`src/rtl/core/smm_ram.sv`:
```
module smm_ram #(
  parameter int WIDTH = 32,
  parameter int DEPTH = 64
) (
  input  logic                     clk,
  input  logic                     we,
  input  logic [$clog2(DEPTH)-1:0] waddr,
  input  logic [WIDTH-1:0]         wdata,
  input  logic                     re,
  input  logic [$clog2(DEPTH)-1:0] raddr,
  output logic [WIDTH-1:0]         rdata
);

  logic [WIDTH-1:0] mem [DEPTH];

  always_ff @(posedge clk) begin
    if (we) begin
      mem[waddr] <= wdata;
    end
    if (re) begin
      rdata <= mem[raddr];
    end
  end

endmodule

```
`config.mk`:
```
export PLATFORM = sky130hd
export DESIGN_NAME = smm_ram
export DESIGN_NICKNAME = d
export VERILOG_FILES = /design/src/rtl/core/smm_ram.sv
export SDC_FILE = /design/constraint.sdc
export NUM_CORES = 2
export LEC_CHECK = 0
export BUFFER_PORTS_ARGS = -buffer_cell sky130_fd_sc_hd__buf_4
export CAP_MARGIN = 30
export CELL_PAD_IN_SITES_DETAIL_PLACEMENT = 1
export CELL_PAD_IN_SITES_GLOBAL_PLACEMENT = 1
export CORE_MARGIN = 10
export CORE_UTILIZATION = 43
export CTS_CLUSTER_DIAMETER = 100
export DETAILED_ROUTE_END_ITERATION = 8
export HOLD_SLACK_MARGIN = 0.12
export MAX_ROUTING_LAYER = met4
export PLACE_DENSITY = 0.6
export SYNTH_ARGS = -nofsm -noshare
export SYNTH_HDL_FRONTEND = slang
export SYNTH_SLANG_ARGS = --single-unit
```
`constraint.sdc`:
```
create_clock -name clk -period 5.6 [get_ports clk]
set_clock_uncertainty 0.2 [all_clocks]
set_input_delay 1.4 -clock clk [delete_from_list [all_inputs] [get_ports clk]]
set_output_delay 1.4 -clock clk [all_outputs]
set_load 0.01 [all_outputs]
```
==> impl_metrics.ini <==
[outcome]
status = completed

[timing]
setup-tns-final_ns = 0
worst_pin_slew_ns = 1.06
hold_violations = 0
max_freq_ghz = 0.234
period_minus_slack_ns = 4.27
period_share = 0.762
rsz0062_at_grt = false
drv_slew = 0
hold_slack_ns = 0.628
setup_viol_count_final = 0
relSlewSlack = 0.294

[global_routing]
grt_pass1_wl_um = 316000
antenna_found_initial = 15
grt_pass1_vias = 39500
grtUsageTotal = 0.231
grt.overflow.total = 0
grt_max_degree = 76

[setup_path]
crit_type = in2reg
r2r_setup_slack_ns = 2.70
end_kind = flop
rr_worst_depth = 4
crit_path_max_fanout = 75
cp_data_arrival_time_ns = 4.61
cp.required_ns = 5.94
reg2reg_to = rdata[18]$_DFFE_PP_
worstSetupStartpointType = input port
reg2reg_from = mem[19][18]$_DFFE_PP_

[detailed_routing]
drtIter0Drc = 5125
wl_per_cell_um = 36.4
avgViaCountPerCell = 6.14
wl_um = 225000
ant_nets = 0
dr.pass1.iters = 5
wl_met2_um = 109000
highest_layer = met4
vias = 38000
drc = 0
wl_met1_um = 92400
dr_wl_met3_um = 17300

[floorplanning]
core_mm2 = 0.183
floorplan.initialDensity = 0.432
die_w_um = 448
io_pins = 79
die_area_mm2 = 0.201
rows = 157
die_h_um = 448

[cts]
postCtsHoldBufs = 0
cts.sink_count = 2080
post_cts_buffers = 0
cts.path.max_buffers = 3
cts_buffers = 204
root_buffer = clkbuf_16
cts_tree = built
htreeDepth = 4
cts_resized = 0
insertion_delay_ns = 0.86
clk_pin_slew_ns = 0.06

[logic_synthesis]
ys_dominant_reg_cell = edfxtp_1
async_flop_share = 0
synthesis.area_mm2 = 0.0788
synth_compound_area_frac = 0.0167
yosysSeqAreaShare = 0.792
avgSynthCellArea_um2 = 23.7
synth_xor_area_frac = 0
synthSimpleGateAreaFrac = 0.0126
synth_top_family_by_area = multiplexers
synth_fa_ha_area_frac = 0
muxShareOfSynthArea = 0.167
ys_ff_latch = 2080
yosysUniqueCellTypes = 33
syn-instance-count = 3324
ys_warn_count = 0
synth_enable_flop_cells = 2080
syn_nets = 3371

[job]
cap_violations = 0

[worst_hold_path]
hold_class = reg2reg
min_path_cells = 4
hp-start = mem[12][17]$_DFFE_PP_
min_to = rdata[17]$_DFFE_PP_

[place]
dp_hpwl_um = 130000
io_buffers = 78
place.gp.congestion = 0.826

[cells_and_area]
nFillCells = 15900
nNetsFinal = 3665
syn_to_final_growth_pct = 14.6
multi_input_area_mm2 = 0.0160
regArea_mm2 = 0.0625
drive_gt1_frac = 0.308

[pwr]
power_density_mw_per_mm2 = 360
p_leak_nw = 28.1
peakVddDrop_mv = 0.328
==> how the worst max path moves through the flow <==
stage / depth (start not counted) / from / to / slack, ns
4_1_cts: 7 / raddr[1] / rdata[27]$_DFFE_PP_ / 1.41
5_1_grt: 7 / raddr[1] / rdata[18]$_DFFE_PP_ / 1.40
3_5_place_dp: 7 / raddr[1] / rdata[18]$_DFFE_PP_ / 0.50
6_report: 7 / raddr[1] / rdata[18]$_DFFE_PP_ / 1.33
2_1_floorplan: 4 / waddr[3] / mem[48][0]$_DFFE_PP_ / 0.84
3_3_place_gp: 6 / raddr[1] / rdata[13]$_DFFE_PP_ / 0.50
==> where the power goes <==
group | total, mW | internal (mW) | switching (mW)
Sequential | 17.3 | 17.3 | 0.0661
Clock | 13.5 | 7.61 | 5.87
Combinational | 1.72 | 0.620 | 1.10
==> registers in the layout, indices dropped and copies added, names as in the netlist <==
signal	count
mem	2048
rdata	32
==> cell usage in the layout, fill, tap and decap left out, types with 10 or more instances in the layout <==
cell | Yosys | final
edfxtp_1 | 2080 | 2080
mux4_2 | 544 | 544
buf_4 | 25 | 243
clkbuf_16 | 0 | 207
mux2i_1 | 93 | 93
o22ai_1 | 84 | 84
nor2_1 | 137 | 75
a21oi_1 | 62 | 62
nor2_4 | 0 | 62
clkinv_1 | 0 | 55
clkinv_2 | 0 | 43
clkbuf_1 | 74 | 41
o221ai_1 | 27 | 27
nand2_1 | 26 | 26
buf_12 | 0 | 21
bufinv_16 | 0 | 18
nor2b_1 | 15 | 15
a22oi_1 | 12 | 12
diode_2 | 0 | 10
==> routing by layer <==
layer / vias up / track usage
li1: 14900 / -
met1: 21100 / 0.315
met2: 1693 / 0.359
met3: 303 / 0.0417
met4: 0 / 0.0691
met5: - / -
==> area by class of cell <==
class	instances	area share
timing repair buffer	270	0.0263
antenna	10	0.000277
tap	2385	0.0330
clock inverter	133	0.0133
clock buffer	248	0.0590
sequential	2080	0.691
multi-input combinational	1062	0.177
==> worst max-delay path: stages <==
cell     delay [ns]
buf_8          0.57
buf_12         0.39
buf_4          0.26
mux4_2         0.32
mux4_2         0.51
o22ai_1        0.73
nor2_1         0.20
==> cells in the mapped netlist, types with 4 or more instances <==
| cell | count | area (µm²) |
|---|---|---|
| nor2b_1 | 15 | 93.8 |
| nand3b_1 | 5 | 37.5 |
| a22oi_1 | 12 | 90.1 |
| buf_6 | 5 | 56.3 |
| a311oi_1 | 8 | 70.1 |
| o32ai_1 | 4 | 35.0 |
| edfxtp_1 | 2080 | 62500 |
| o22ai_1 | 84 | 526 |
| a41o_1 | 4 | 40.0 |
| buf_2 | 57 | 285 |
| nand3_1 | 5 | 25.0 |
| nor2_1 | 137 | 514 |
| mux4_2 | 544 | 12300 |
| and3_1 | 4 | 25.0 |
| o221ai_1 | 27 | 236 |
| nand2b_1 | 8 | 50.1 |
| buf_4 | 25 | 188 |
| clkbuf_1 | 74 | 278 |
| mux2i_1 | 93 | 931 |
| buf_1 | 21 | 78.8 |
| nand2_1 | 26 | 97.6 |
| a21oi_1 | 62 | 310 |
| nor3_1 | 7 | 35.0 |
==> stage by stage <==
step / instances / power, mW / cell area [µm²] / util / worst slack (ns)
3_5_place_dp: 5796 / 19.4 / 83800 / 0.458 / 0.495
4_1_cts: 6177 / 32.8 / 90300 / 0.494 / 1.41
6_report: 6188 / 32.5 / 90300 / 0.495 / 1.33
3_3_place_gp: 5792 / 19.4 / 83700 / 0.458 / 0.498
2_1_floorplan: 3324 / 18.5 / 78800 / - / 0.840
5_1_grt: 6183 / 33.5 / 90300 / 0.494 / 1.40
==> cell families after synthesis <==
group           count (synthesis)
flops                        2080
mux                           637
simple gates                  223
compound gates                202
buf+inv                       182
Note: power is estimated with default switching activity, not from simulation.
