===== src/rtl/core/smm_pkg.sv =====
package smm_pkg;

  localparam int MAX_ORDER = 8;
  localparam int IDX_W     = $clog2(MAX_ORDER);
  localparam int ADDR_W    = 2 * IDX_W;
  localparam int DEPTH     = MAX_ORDER * MAX_ORDER;
  localparam int DIM_W     = 4;
  localparam int VAL_W     = 32;
  localparam int PROD_W    = 64;
  localparam int FRAC_W    = 16;
  localparam int CFG_IDX_W = 2;
  localparam int CFG_W     = DIM_W;

  localparam logic [VAL_W-1:0] VAL_MAX = {1'b0, {(VAL_W-1){1'b1}}};
  localparam logic [VAL_W-1:0] VAL_MIN = {1'b1, {(VAL_W-1){1'b0}}};

  typedef enum logic [1:0] {
    OP_LOAD_A = 2'd0,
    OP_LOAD_B = 2'd1,
    OP_START  = 2'd2,
    OP_NONE   = 2'd3
  } opcode_t;

  typedef enum logic [CFG_IDX_W-1:0] {
    CFG_MATRIX_SIZE = 2'd0,
    CFG_B_COLUMNS   = 2'd1,
    CFG_UNUSED_2    = 2'd2,
    CFG_UNUSED_3    = 2'd3
  } cfg_index_t;

  typedef struct packed {
    logic vld;
    logic first;
    logic final_term;
  } mac_ctl_t;

  function automatic logic [DIM_W-1:0] clamp_dim(input logic [DIM_W-1:0] v);
    logic [DIM_W-1:0] r;
    if (v == '0) r = DIM_W'(1);
    else if (v > DIM_W'(MAX_ORDER)) r = DIM_W'(MAX_ORDER);
    else r = v;
    return r;
  endfunction

endpackage


===== src/rtl/core/smm_mac.sv =====
module smm_mac
  import smm_pkg::*;
(
  input  logic                    clk,
  input  logic                    rst,
  input  mac_ctl_t                ctl,
  input  logic signed [VAL_W-1:0] a_data,
  input  logic signed [VAL_W-1:0] b_data,
  output logic                    done,
  output logic [VAL_W-1:0]        sum_value,
  output logic                    sum_sat
);

  mac_ctl_t                 prod_ctl;
  logic signed [PROD_W-1:0] prod;
  logic signed [PROD_W-1:0] acc;
  logic [PROD_W-FRAC_W-1:0] sh;
  logic [PROD_W-FRAC_W-VAL_W:0] sh_hi;

  always_ff @(posedge clk) begin
    if (rst) begin
      prod_ctl <= '0;
      done     <= 1'b0;
    end else begin
      prod_ctl <= ctl;
      done     <= prod_ctl.vld && prod_ctl.final_term;
    end
  end

  always_ff @(posedge clk) begin
    if (ctl.vld) begin
      prod <= PROD_W'(a_data) * PROD_W'(b_data);
    end
    if (prod_ctl.vld) begin
      acc <= prod_ctl.first ? prod : acc + prod;
    end
  end

  // floor shift, then clip to 32 bits
  always_comb begin
    sh    = acc[PROD_W-1:FRAC_W];
    sh_hi = sh[PROD_W-FRAC_W-1:VAL_W-1];
    if (sh_hi == '0 || sh_hi == '1) begin
      sum_value = sh[VAL_W-1:0];
      sum_sat   = 1'b0;
    end else begin
      sum_value = acc[PROD_W-1] ? VAL_MIN : VAL_MAX;
      sum_sat   = 1'b1;
    end
  end

endmodule

===== config.mk =====
export PLATFORM = sky130hd
export DESIGN_NAME = smm_mac
export DESIGN_NICKNAME = d
export VERILOG_FILES = /design/src/rtl/core/smm_pkg.sv /design/src/rtl/core/smm_mac.sv
export SDC_FILE = /design/constraint.sdc
export NUM_CORES = 2
export LEC_CHECK = 0
export BUFFER_PORTS_ARGS = -buffer_cell sky130_fd_sc_hd__buf_4
export CORE_MARGIN = 2
export CORE_UTILIZATION = 62
export DETAILED_ROUTE_END_ITERATION = 7
export PLACE_DENSITY = 0.8
export SKIP_LAST_GASP = 1
export SLEW_MARGIN = 20
export SYNTH_ARGS = -nofsm -noshare
export SYNTH_HDL_FRONTEND = slang
export SYNTH_SLANG_ARGS = --single-unit

===== constraint.sdc =====
create_clock -name clk -period 15.5 [get_ports clk]
set_input_delay 1.55 -clock clk [delete_from_list [all_inputs] [get_ports clk]]
set_output_delay 1.55 -clock clk [all_outputs]
set_load 0.005 [all_outputs]

==> flow_summary_export.csv <==
group,metric,value,unit
place,routabilityCongestion,0.9715,
synthesis,dominantRegCellSynth,"edfxtp_1",
hold_path,holdPathStages,2,
setup_path,reg2reg_slack,11.73,ns
setup_path,worstSetupPathType,"in -> reg",
detailed_routing,drt_pass1_iterations,6,
timing,worstMarginPinSlew,0.8346,ns
flow_run,cap_violations,0,
clock_tree,cts_hold_buf,0,
final_layout,drive_above_1_share,4.070,%
setup_path,r2r-end,"acc[40]",
detailed_routing,drc,0,
setup_path,setup.worst_path.end_class,"flop",
synthesis,synth_nets,6153,
timing,setup_viol,0,
synthesis,async_flop_share,0,%
synthesis,synthMostInstantiatedCell,"fa_1",
timing,hold_viol,0,
setup_path,critical_path_required,15.67,ns
final_layout,finalNetCount,6030,
timing,fmax,105.0,MHz
setup_path,r2r_start,"prod[0]",
final_layout,syn2layout_area_growth,3.451,%
synthesis,ys_seq_area_share,8.714,%
timing,final.setup.tns,0,ns
grt,grtUsageTotal,31.81,%
synthesis,yosys_warnings,0,
hold_path,min_to,"done",
detailed_routing,via_per_inst,5.761,
timing,min_period_over_period,61.45,%
grt,overflow,0,
setup_path,crit_path_start_kind,"input port",
floorplanning,die_w,273.5,um
clock_tree,max-clock-path-buffers,2,
clock_tree,post_cts_resized,0,
clock_tree,cts_tree,"built",
timing,rsz0062_at_grt,"no",
clock_tree,cts_buffers,17,
synthesis,synth_seq_cells,132,
synthesis,synth_area_leader_cell,"fa_1",
outcome,status,"completed",
clock_tree,cts_max_level,4,
synthesis,avgSynthCellArea,9.472,um2
floorplanning,core_area,71730,um2
synthesis,yosys-top-cells-count,"1083 x fa_1, 998 x inv_1, 630 x nand2_1, 516 x and2_1, 247 x ha_1",
hold_path,hold_path.class,"reg -> reg",
floorplanning,start_util,62.78,%
detailed_routing,ant_nets,0,
detailed_routing,drt-initial-drc-count,3089,
timing,finClkSkew,0.009477,ns
synthesis,synth.area.top_cells,"fa_1 48%, edfxtp_1 8.5%, inv_1 8.3%",
timing,period_minus_slack,9.524,ns
synthesis,yosys.cell_types.count,93,
place,dp_hpwl,89830,um
grt,grt_pass1_wl,184400,um
synthesis,syn_area,45030,um2
synthesis,yosys.area.top_type_share,48.15,%
grt,grt_pass1_vias,34820,
timing,slew_headroom,43.63,%
grt,grt_max_degree,80,
detailed_routing,avgRoutedWirePerCell,20.19,um
floorplanning,chipHeight,273.5,um
detailed_routing,finalWirelength,113000,um
setup_path,cp-startpoint,"a_data[31]",
clock_tree,postCtsSetupBuffers,0,
hold_path,worstHoldStart,"prod_ctl[0]",
floorplanning,die_area,74800,um2
clock_tree,cts-root-buf,"clkbuf_16",
clock_tree,path_clk_slew,0.06,ns
grt,antenna_found_initial,5,
setup_path,rr_worst_depth,14,
synthesis,synth_edf_count,128,
setup_path,cp_max_fo,32,
floorplanning,ios,103,
synthesis,syn_inst,4754,
floorplanning,num_rows,98,
place,port_buffers,102,
final_layout,nFillCells,5666,
detailed_routing,vias,32250,
clock_tree,clock_sinks,132,
timing,slew_viol_final,0,
clock_tree,clk-insertion-delay-late,0.43,ns
setup_path,arrival,9.70,ns
critical path: stages:
cell and delay, ns:
buf_4 0.32, nand2_1 0.14, inv_1 0.15, fa_1 0.46, fa_1 0.56, fa_1 0.70
fa_1 1.02, inv_1 0.40, fa_1 0.58, inv_1 0.05, fa_1 0.52, inv_1 0.05
fa_1 0.47, inv_1 0.05, fa_1 0.45, ha_1 0.40, nand4_1 0.15, nor2_1 0.18
nand3_1 0.09, a211o_1 0.25, nand4_1 0.17, nand4_1 0.16, nor4_1 0.44, o32ai_1 0.19
xnor2_1 0.15
logic make-up after synthesis:
group / after synthesis / share of synthesized area (%)
xor+xnor: 127 / 2.470
fa+ha+maj: 1330 / 55.01
buf+inv: 1249 / 10.59
compound gates: 507 / 7.572
simple gates: 1403 / 15.50
flops: 132 / 8.714
mux: 6 / 0.1362
routing by layer:
metal,GRT usage (%),wire (um),up-vias
li1,-,-,14030
met1,43.45,45640,16280
met2,48.80,50210,1720
met3,11.18,14480,225
met4,8.297,2676,0
met5,0,0,-
how the worst max path moves through the flow:
stage,endpoint,slack (ns)
2_1_floorplan,prod[60],6.57
3_3_place_gp,prod[63],5.78
3_5_place_dp,prod[63],5.53
4_1_cts,prod[63],6.01
5_1_grt,prod[63],5.56
6_report,prod[63],5.98
registers in the layout, indices dropped and copies added (netlist names):
signal and flops:
done 1, prod_ctl 3, acc 64, prod 64
area by class of cell:
cell class | instances | area [um2] | share of cell area [%]
Multi-Input combinational cell | 3373 | 36350 | 78.04
Inverter | 999 | 3750 | 8.050
Antenna cell | 4 | 10.01 | 0.02149
Clock buffer | 19 | 432.9 | 0.9293
Tap cell | 950 | 1189 | 2.552
Clock inverter | 13 | 110.1 | 0.2364
Sequential cell | 132 | 3929 | 8.434
Timing Repair Buffer | 108 | 810.8 | 1.740
per-stage QoR:
step                utilization (%)  hold WS, ns  std cells  area, um2  setup slack, ns
finish                        64.94       0.4111       5598      46580            5.976
global route                  64.94       0.4457       5597      46580            5.560
CTS                           64.93       0.4112       5594      46570            6.009
detailed placement            64.17       0.4022       5562      46030            5.533
global placement              64.17       0.4011       5562      46030            5.775
floorplan                         -       0.3952       4754      45030            6.573
cells in the final DEF (no fill, tap or decap), drive strengths merged, types with 5 or more instances in the layout:
| master | n |
|---|---|
| a211o | 5 |
| a211oi | 17 |
| a21o | 107 |
| a21oi | 138 |
| a221oi | 6 |
| a31oi | 18 |
| and2 | 516 |
| and3 | 10 |
| buf | 108 |
| clkbuf | 19 |
| clkinv | 6 |
| clkinvlp | 5 |
| edfxtp | 128 |
| fa | 1083 |
| ha | 247 |
| inv | 1000 |
| mux2i | 5 |
| nand2 | 631 |
| nand2b | 19 |
| nand3 | 30 |
| nand4 | 31 |
| nor2 | 92 |
| nor2b | 19 |
| nor3 | 15 |
| nor3b | 8 |
| nor4 | 8 |
| o211ai | 9 |
| o21a | 15 |
| o21ai | 124 |
| o21bai | 18 |
| o31ai | 9 |
| o41ai | 5 |
| or2 | 6 |
| xnor2 | 82 |
| xor2 | 45 |
Power is left out: the tool's default activity adds up to more than one toggle a clock period on the data nets, which glitch-free logic cannot reach.
